## config.mk

```make
export PLATFORM = sky130hd
export DESIGN_NAME = rgb_brightness_rescale_top
export DESIGN_NICKNAME = d
export VERILOG_FILES = /design/src/hdl/rgbbr_pkg.sv /design/src/hdl/rgbbr_div_pipe.sv /design/src/hdl/rgb_brightness_rescale_top.sv
export SDC_FILE = /design/constraint.sdc
export NUM_CORES = 2
export LEC_CHECK = 0
export BUFFER_PORTS_ARGS = -buffer_cell sky130_fd_sc_hd__buf_2
export CAP_MARGIN = 15
export CORE_ASPECT_RATIO = 1.1
export CORE_MARGIN = 3
export CORE_UTILIZATION = 58
export DETAILED_ROUTE_END_ITERATION = 8
export GPL_TIMING_DRIVEN = 0
export PLACE_DENSITY_LB_ADDON = 0.3
export SYNTH_ARGS = -nofsm -noshare
export SYNTH_HDL_FRONTEND = slang
export SYNTH_SLANG_ARGS = --single-unit
```

## constraint.sdc

```tcl
create_clock -name aclk -period 58.4 [get_ports aclk]
set_input_delay 8.76 -clock aclk [delete_from_list [all_inputs] [get_ports aclk]]
set_output_delay 8.76 -clock aclk [all_outputs]
set_load 0.05 [all_outputs]
```

## src/hdl/rgbbr_pkg.sv

```systemverilog
// Package with widths and payload types of the RGB brightness rescaler.
`timescale 1ns / 1ps
`default_nettype none
package rgbbr_pkg;
    localparam int COMPONENT_BITS = 8;
    localparam int HUE_Q_W        = 7;   // hue quotient never exceeds 120

    typedef struct packed {
        logic [COMPONENT_BITS-1:0] red_in;
        logic [COMPONENT_BITS-1:0] green_in;
        logic [COMPONENT_BITS-1:0] blue_in;
        logic [COMPONENT_BITS-1:0] brightness;
    } rgbbr_in_t;

    typedef struct packed {
        logic [COMPONENT_BITS-1:0] red_out;
        logic [COMPONENT_BITS-1:0] green_out;
        logic [COMPONENT_BITS-1:0] blue_out;
    } rgbbr_out_t;
endpackage
`default_nettype wire

```

## src/hdl/rgbbr_div_pipe.sv

```systemverilog
// Pipelined restoring divider, one quotient bit per stage.
`timescale 1ns / 1ps
`default_nettype none
module rgbbr_div_pipe #(
    parameter int NUM_W = 16,
    parameter int DEN_W = 8,
    parameter int Q_W   = 8
) (
    input  wire logic             aclk,
    input  wire logic             en,
    input  wire logic [NUM_W-1:0] num,
    input  wire logic [DEN_W-1:0] den,
    output logic      [Q_W-1:0]   quo
);
    localparam int EXT_W = DEN_W + Q_W + 1;

    logic [EXT_W-1:0] rem_reg [Q_W];
    logic [DEN_W-1:0] den_reg [Q_W];
    logic [Q_W-1:0]   quo_reg [Q_W];

    for (genvar i = 0; i < Q_W; i++) begin : g_stage
        localparam int BIT = Q_W - 1 - i;
        logic [EXT_W-1:0] rem_in, shifted, rem_next;
        logic [DEN_W-1:0] den_in;
        logic [Q_W-1:0]   quo_in, quo_next;
        logic             ge;

        if (i == 0) begin : g_first
            assign rem_in = {{(EXT_W-NUM_W){1'b0}}, num};
            assign den_in = den;
            assign quo_in = '0;
        end else begin : g_rest
            assign rem_in = rem_reg[i-1];
            assign den_in = den_reg[i-1];
            assign quo_in = quo_reg[i-1];
        end

        always_comb begin
            shifted  = {{(EXT_W-DEN_W){1'b0}}, den_in} << BIT;
            ge       = (rem_in >= shifted);
            rem_next = ge ? (rem_in - shifted) : rem_in;
            quo_next = quo_in;
            quo_next[BIT] = ge;
        end

        always_ff @(posedge aclk) begin
            if (en) begin
                rem_reg[i] <= rem_next;
                den_reg[i] <= den_in;
                quo_reg[i] <= quo_next;
            end
        end
    end

    assign quo = quo_reg[Q_W-1];
endmodule
`default_nettype wire

```

## src/hdl/rgb_brightness_rescale_top.sv

```systemverilog
// Top level of the RGB brightness rescaler: hue/saturation kept, value replaced.
`timescale 1ns / 1ps
`default_nettype none
//  channel | direction | payload          | handshake
//  s_      | in        | r, g, b, bright  | s_valid / s_ready
//  m_      | out       | r, g, b          | m_valid / m_ready
//
//  One transaction per clock sustained unless m_ready stalls the output; the
//  pipe holds the 7-stage hue divider followed by the COMPONENT_BITS-stage
//  divider for p, q and t.
//  Reset (aresetn low, synchronous) clears only the valid bits.
//  A stall on m_ready freezes every stage at once; nothing is lost or repeated.
module rgb_brightness_rescale_top
    import rgbbr_pkg::*;
(
    input  wire logic       aclk,
    input  wire logic       aresetn,
    input  wire logic       s_valid,
    output logic            s_ready,
    input  wire rgbbr_in_t  s_data,
    output logic            m_valid,
    input  wire logic       m_ready,
    output rgbbr_out_t      m_data
);
    localparam int W      = COMPONENT_BITS;
    localparam int HNUM_W = W + 7;          // up to 120 * d
    localparam int DEN6_W = W + 6;          // 60 * max
    localparam int QNUM_W = W + DEN6_W;
    localparam int LAT    = HUE_Q_W + W + 5;

    // which channel holds the maximum, red split by sign of g - b
    localparam logic [1:0] SEL_RPOS  = 2'd0;
    localparam logic [1:0] SEL_RNEG  = 2'd1;
    localparam logic [1:0] SEL_GREEN = 2'd2;
    localparam logic [1:0] SEL_BLUE  = 2'd3;

    localparam logic [2:0] SECT_0 = 3'd0;
    localparam logic [2:0] SECT_1 = 3'd1;
    localparam logic [2:0] SECT_2 = 3'd2;
    localparam logic [2:0] SECT_3 = 3'd3;
    localparam logic [2:0] SECT_4 = 3'd4;
    localparam logic [2:0] SECT_5 = 3'd5;

    typedef struct packed {
        logic [W-1:0] v;
        logic [W-1:0] mx;
        logic [W-1:0] mn;
        logic [W-1:0] d;
        logic [1:0]   sel;
        logic         grey;
    } side_t;

    typedef struct packed {
        logic [W-1:0] v;
        logic [2:0]   sector;
        logic         grey;
    } tail_t;

    logic           en;
    logic [LAT-1:0] valid_reg;

    // Advance the whole pipe unless the output holds an untaken transaction.
    assign en      = !valid_reg[LAT-1] || m_ready;
    assign s_ready = en;
    assign m_valid = valid_reg[LAT-1];

    always_ff @(posedge aclk) begin
        if (!aresetn) begin
            valid_reg <= '0;
        end else if (en) begin
            valid_reg <= {valid_reg[LAT-2:0], s_valid};
        end
    end

    // ---- stage 1: max, min, delta and hue numerator ----
    logic [W-1:0]      r, g, b, mx, mn, d;
    logic [1:0]        sel;
    logic [W:0]        span;
    logic [HNUM_W-1:0] a_next;
    side_t             s1_side_reg;
    logic [HNUM_W-1:0] s1_a_reg;

    always_comb begin
        r  = s_data.red_in;
        g  = s_data.green_in;
        b  = s_data.blue_in;
        mx = r;
        if (g > mx) mx = g;
        if (b > mx) mx = b;
        mn = r;
        if (g < mn) mn = g;
        if (b < mn) mn = b;
        d = mx - mn;
        if (mx == r) begin
            sel = (g >= b) ? SEL_RPOS : SEL_RNEG;
        end else if (mx == g) begin
            sel = SEL_GREEN;
        end else begin
            sel = SEL_BLUE;
        end
        // Shift green and blue sectors by 60 so the numerator stays non-negative.
        case (sel)
            SEL_RPOS:  span = {1'b0, g} - {1'b0, b};
            SEL_RNEG:  span = {1'b0, b} - {1'b0, g};
            SEL_GREEN: span = {1'b0, b} + {1'b0, d} - {1'b0, r};
            default:   span = {1'b0, r} + {1'b0, d} - {1'b0, g};
        endcase
        a_next = HNUM_W'(span) * HNUM_W'(60);
        // ceil for the wrapped red case
        if (sel == SEL_RNEG) a_next = a_next + HNUM_W'(d) - HNUM_W'(1);
    end

    always_ff @(posedge aclk) begin
        if (en) begin
            s1_side_reg <= '{v: s_data.brightness, mx: mx, mn: mn, d: d,
                             sel: sel, grey: (d == '0)};
            s1_a_reg    <= a_next;
        end
    end

    // ---- hue divider, side data delayed alongside ----
    logic [HUE_Q_W-1:0] hq;
    side_t              hd_side_reg [HUE_Q_W];

    rgbbr_div_pipe #(.NUM_W(HNUM_W), .DEN_W(W), .Q_W(HUE_Q_W)) u_hue_div (
        .aclk (aclk),
        .en   (en),
        .num  (s1_a_reg),
        .den  (s1_side_reg.d),
        .quo  (hq)
    );

    always_ff @(posedge aclk) begin
        if (en) begin
            hd_side_reg[0] <= s1_side_reg;
            for (int i = 1; i < HUE_Q_W; i++) hd_side_reg[i] <= hd_side_reg[i-1];
        end
    end

    // ---- stage H: hue, sector and remainder ----
    side_t        hs;
    logic [8:0]   hue;
    logic [2:0]   sector;
    logic [8:0]   base;
    side_t        h_side_reg;
    logic [2:0]   h_sector_reg;
    logic [5:0]   h_k_reg;

    always_comb begin
        hs = hd_side_reg[HUE_Q_W-1];
        case (hs.sel)
            SEL_RPOS:  hue = 9'(hq);
            SEL_RNEG:  hue = 9'd360 - 9'(hq);
            SEL_GREEN: hue = 9'd60 + 9'(hq);
            default:   hue = 9'd180 + 9'(hq);
        endcase
        if      (hue < 9'd60)  begin sector = SECT_0; base = 9'd0;   end
        else if (hue < 9'd120) begin sector = SECT_1; base = 9'd60;  end
        else if (hue < 9'd180) begin sector = SECT_2; base = 9'd120; end
        else if (hue < 9'd240) begin sector = SECT_3; base = 9'd180; end
        else if (hue < 9'd300) begin sector = SECT_4; base = 9'd240; end
        else                   begin sector = SECT_5; base = 9'd300; end
    end

    always_ff @(posedge aclk) begin
        if (en) begin
            h_side_reg   <= hs;
            h_sector_reg <= sector;
            h_k_reg      <= 6'(hue - base);
        end
    end

    // ---- stage H2: delta products and denominator ----
    logic [DEN6_W-1:0] dk_reg, dk2_reg, den2_reg;
    logic [2*W-1:0]    pnum2_reg;
    tail_t             t2_reg;
    logic [W-1:0]      mx2_reg;

    always_ff @(posedge aclk) begin
        if (en) begin
            dk_reg    <= DEN6_W'(h_side_reg.d) * DEN6_W'(h_k_reg);
            dk2_reg   <= DEN6_W'(h_side_reg.d) * DEN6_W'(6'd60 - h_k_reg);
            den2_reg  <= DEN6_W'(h_side_reg.mx) * DEN6_W'(60);
            pnum2_reg <= (2*W)'(h_side_reg.v) * (2*W)'(h_side_reg.mn);
            mx2_reg   <= h_side_reg.mx;
            t2_reg    <= '{v: h_side_reg.v, sector: h_sector_reg, grey: h_side_reg.grey};
        end
    end

    // ---- stage H3: numerators for q and t ----
    logic [QNUM_W-1:0] qnum_reg, tnum_reg;
    logic [DEN6_W-1:0] den3_reg;
    logic [2*W-1:0]    pnum3_reg;
    logic [W-1:0]      mx3_reg;
    tail_t             t3_reg;

    always_ff @(posedge aclk) begin
        if (en) begin
            qnum_reg  <= QNUM_W'(t2_reg.v) * QNUM_W'(den2_reg - dk_reg);
            tnum_reg  <= QNUM_W'(t2_reg.v) * QNUM_W'(den2_reg - dk2_reg);
            den3_reg  <= den2_reg;
            pnum3_reg <= pnum2_reg;
            mx3_reg   <= mx2_reg;
            t3_reg    <= t2_reg;
        end
    end

    // ---- p, q, t dividers ----
    logic [W-1:0] p, q, t;
    tail_t        td_reg [W];

    rgbbr_div_pipe #(.NUM_W(2*W), .DEN_W(W), .Q_W(W)) u_p_div (
        .aclk (aclk), .en (en), .num (pnum3_reg), .den (mx3_reg), .quo (p)
    );
    rgbbr_div_pipe #(.NUM_W(QNUM_W), .DEN_W(DEN6_W), .Q_W(W)) u_q_div (
        .aclk (aclk), .en (en), .num (qnum_reg), .den (den3_reg), .quo (q)
    );
    rgbbr_div_pipe #(.NUM_W(QNUM_W), .DEN_W(DEN6_W), .Q_W(W)) u_t_div (
        .aclk (aclk), .en (en), .num (tnum_reg), .den (den3_reg), .quo (t)
    );

    always_ff @(posedge aclk) begin
        if (en) begin
            td_reg[0] <= t3_reg;
            for (int i = 1; i < W; i++) td_reg[i] <= td_reg[i-1];
        end
    end

    // ---- output stage: place V, p, q, t by sector; grey gives V everywhere ----
    tail_t      tl;
    rgbbr_out_t out_next;
    rgbbr_out_t out_reg;

    always_comb begin
        tl = td_reg[W-1];
        case (tl.sector)
            SECT_1:  out_next = '{red_out: q,    green_out: tl.v, blue_out: p};
            SECT_2:  out_next = '{red_out: p,    green_out: tl.v, blue_out: t};
            SECT_3:  out_next = '{red_out: p,    green_out: q,    blue_out: tl.v};
            SECT_4:  out_next = '{red_out: t,    green_out: p,    blue_out: tl.v};
            SECT_5:  out_next = '{red_out: tl.v, green_out: p,    blue_out: q};
            default: out_next = '{red_out: tl.v, green_out: t,    blue_out: p};
        endcase
        if (tl.grey) out_next = '{red_out: tl.v, green_out: tl.v, blue_out: tl.v};
    end

    always_ff @(posedge aclk) begin
        if (en) out_reg <= out_next;
    end

    assign m_data = out_reg;
endmodule
`default_nettype wire

```

==> flow_summary.json <==
{
  "cts_setup_buffers": 0,
  "synth-seq-area-share_pct": 51.3,
  "dpl.hpwl_um": 130000,
  "dp_cells": 9124,
  "slew_headroom_pct": 31.0,
  "wl_per_cell_um": 18.4,
  "r2r_setup_slack_ns": 50.01,
  "die_h_um": 405,
  "cp-start-kind": "input port",
  "layout.nets": 8389,
  "final_common_cell": "edfxtp_1",
  "core_um2": 143000,
  "critPathMaxStageDelay_ns": 0.69,
  "rsz0062_at_grt": "no",
  "synthAdderAreaFrac_pct": 17.8,
  "yosysUniqueCellTypes": 91,
  "first_iter_violations": 3442,
  "status": "completed",
  "grt_pass1_vias": 53136,
  "hold_viol_final": 0,
  "reg2reg_from": "mx2_reg[0]",
  "largest_reg_flops": 238,
  "dpl-instance-area_um2": 87300,
  "hp-class": "reg2reg",
  "synth_top_family_by_area": "adder cells",
  "synth_edf_count": 1420,
  "die_w_um": 369,
  "crit_top_cell": "ha_1",
  "start_util_pct": 58.7,
  "cts-root-buf": "clkbuf_16",
  "dr_total_vias": 52160,
  "arrival_ns": 20.97,
  "overflow": 0,
  "mostFrequentLayoutCells": "edfxtp_1, inv_1, ha_1, nand2_1, nor2_1",
  "final_area_um2": 92400,
  "holdPathEnd": "hd_side_reg[2][23]",
  "syn-instance-count": 7128,
  "syn_area_per_cell_um2": 11.8,
  "critPathMaxFanout": 10,
  "max_freq_mhz": 48.9,
  "synth_area_leader_cell": "edfxtp_1",
  "ys_warn_count": 0,
  "grt_usage_pct": 23.4,
  "htreeDepth": 4,
  "cts_buffers": 150,
  "finClkSkew_ns": 0.0445,
  "port_buffers": 60,
  "reg2reg_to": "qnum_reg[21]",
  "synth_xor_area_share_pct": 4.34,
  "holdBufCountCts": 0,
  "dr.pass1.iters": 6,
  "critical_path.endpoint_type": "register",
  "cts_buffer_depth": 3,
  "slowest_stage": "fa_1",
  "viasPerCell": 5.55,
  "wl_um": 173000,
  "syn-cell-area_um2": 83900,
  "synth_compound_area_share_pct": 9.25,
  "drc": 0,
  "r2r_cells": 28,
  "synthFlopType": "edfxtp_1",
  "clk_pin_slew_ns": 0.06,
  "cts_tree": "built",
  "synth-simple-area-share_pct": 10.5,
  "synth_area_leaders": "edfxtp_1, ha_1, fa_1, inv_1, xnor2_1",
  "synthArstFlopShare_pct": 0,
  "maxSlewViolCount": 0,
  "drv_cap": 0,
  "grt_start_max_net_pins": 79,
  "drive_gt1_share_pct": 6.02,
  "cts-resized-gates": 0,
  "muxShareOfSynthArea_pct": 1.77,
  "crit_type": "in2reg",
  "ioPinCount": 62,
  "holdPathStages": 0,
  "syn-num-nets": 8152,
  "antenna_found_initial": 0,
  "clk-insertion-delay-late_ns": 0.80,
  "die_area_um2": 149000,
  "finalNonFillerCells": 9400,
  "ys_seq_elements": 1440,
  "required_ns": 58.93,
  "max_slew.worst_pin.slew_ns": 1.03,
  "min_period_ns": 20.44,
  "grt_pass1_wl_um": 276000,
  "hold_start": "hd_side_reg[1][23]",
  "gp_congestion": 0.964,
  "rows": 145,
  "setup-violations-final": 0,
  "syn_to_final_growth_pct": 10.0,
  "finalCritPeriodShare_pct": 35.0,
  "cts.sinks": 1440,
  "yosysTopAreaCellShare_pct": 50.8,
  "postRouteAntennaNets": 0
}
routing by layer:
| layer | track usage, % | vias to the layer above | wire length, um |
|---|---|---|---|
| met3 | 3.02 | 420 | 6430 |
| met1 | 26.3 | 25171 | 66100 |
| met5 | 0 | - | 0 |
| li1 | - | 25337 | - |
| met2 | 43.9 | 1232 | 91600 |
| met4 | 11.1 | 0 | 8480 |
synth_stat cells (113+ instances only):
master,count
a21oi_1,415
xor2_1,113
nor2_1,441
clkbuf_1,120
o21ai_0,313
a21o_1,128
fa_1,344
ha_1,644
nand2_1,489
inv_1,989
edfxtp_1,1420
and2_1,216
a21boi_0,124
xnor2_1,300
final cells by class:
class,count,area (um^2)
Tap cell,1911,2390
Buffer,136,528
Clock buffer,184,4000
Inverter,990,3720
Timing Repair Buffer,85,922
Multi-Input combinational cell,4562,36700
Fill cell,10734,50600
Antenna cell,1,2.50
Clock inverter,91,1080
Sequential cell,1440,43000
stage by stage:
stage                     TNS [ns]  utilization, %  hold WS (ns)  setup WS [ns]
after floorplan                  0               -         0.400           1.87
after global placement    -3942.13            60.6         0.400         -13.91
after detailed placement         0            61.0         0.405          37.32
after CTS                        0            64.6         0.383          38.19
after global routing             0            64.6         0.384          37.23
final                            0            64.6         0.388          37.96
worst max-delay path, delay by kind of cell:
| family | cells | cell delay [ns] |
|---|---|---|
| buffers and inverters | 7 | 1.20 |
| AND/OR/NAND/NOR | 8 | 1.87 |
| XOR/XNOR | 5 | 1.10 |
| adder cells (fa/ha/maj) | 8 | 2.98 |
| multiplexers | 1 | 0.45 |
| AO/OA/AOI/OAI | 17 | 4.62 |
how the worst max path moves through the flow:
| stage | slack (ns) | from | end |
|---|---|---|---|
| finish | 37.96 | s_data[17] | s1_a_reg[14] |
| global route | 37.23 | s_data[17] | s1_a_reg[14] |
| CTS | 38.19 | s_data[17] | s1_a_reg[14] |
| detailed placement | 37.32 | s_data[17] | s1_a_reg[14] |
| global placement | -13.91 | m_ready | s_ready |
| floorplan | 1.87 | m_ready | s_ready |
kinds of logic after synthesis:
logic type / count (synthesis)
simple gates: 1764
compound gates: 1255
flops: 1440
mux: 138
buf+inv: 1126
fa+ha+maj: 991
xor+xnor: 414
Power is left out: the tool's default activity adds up to more than one toggle a clock period on the data nets, which glitch-free logic cannot reach.
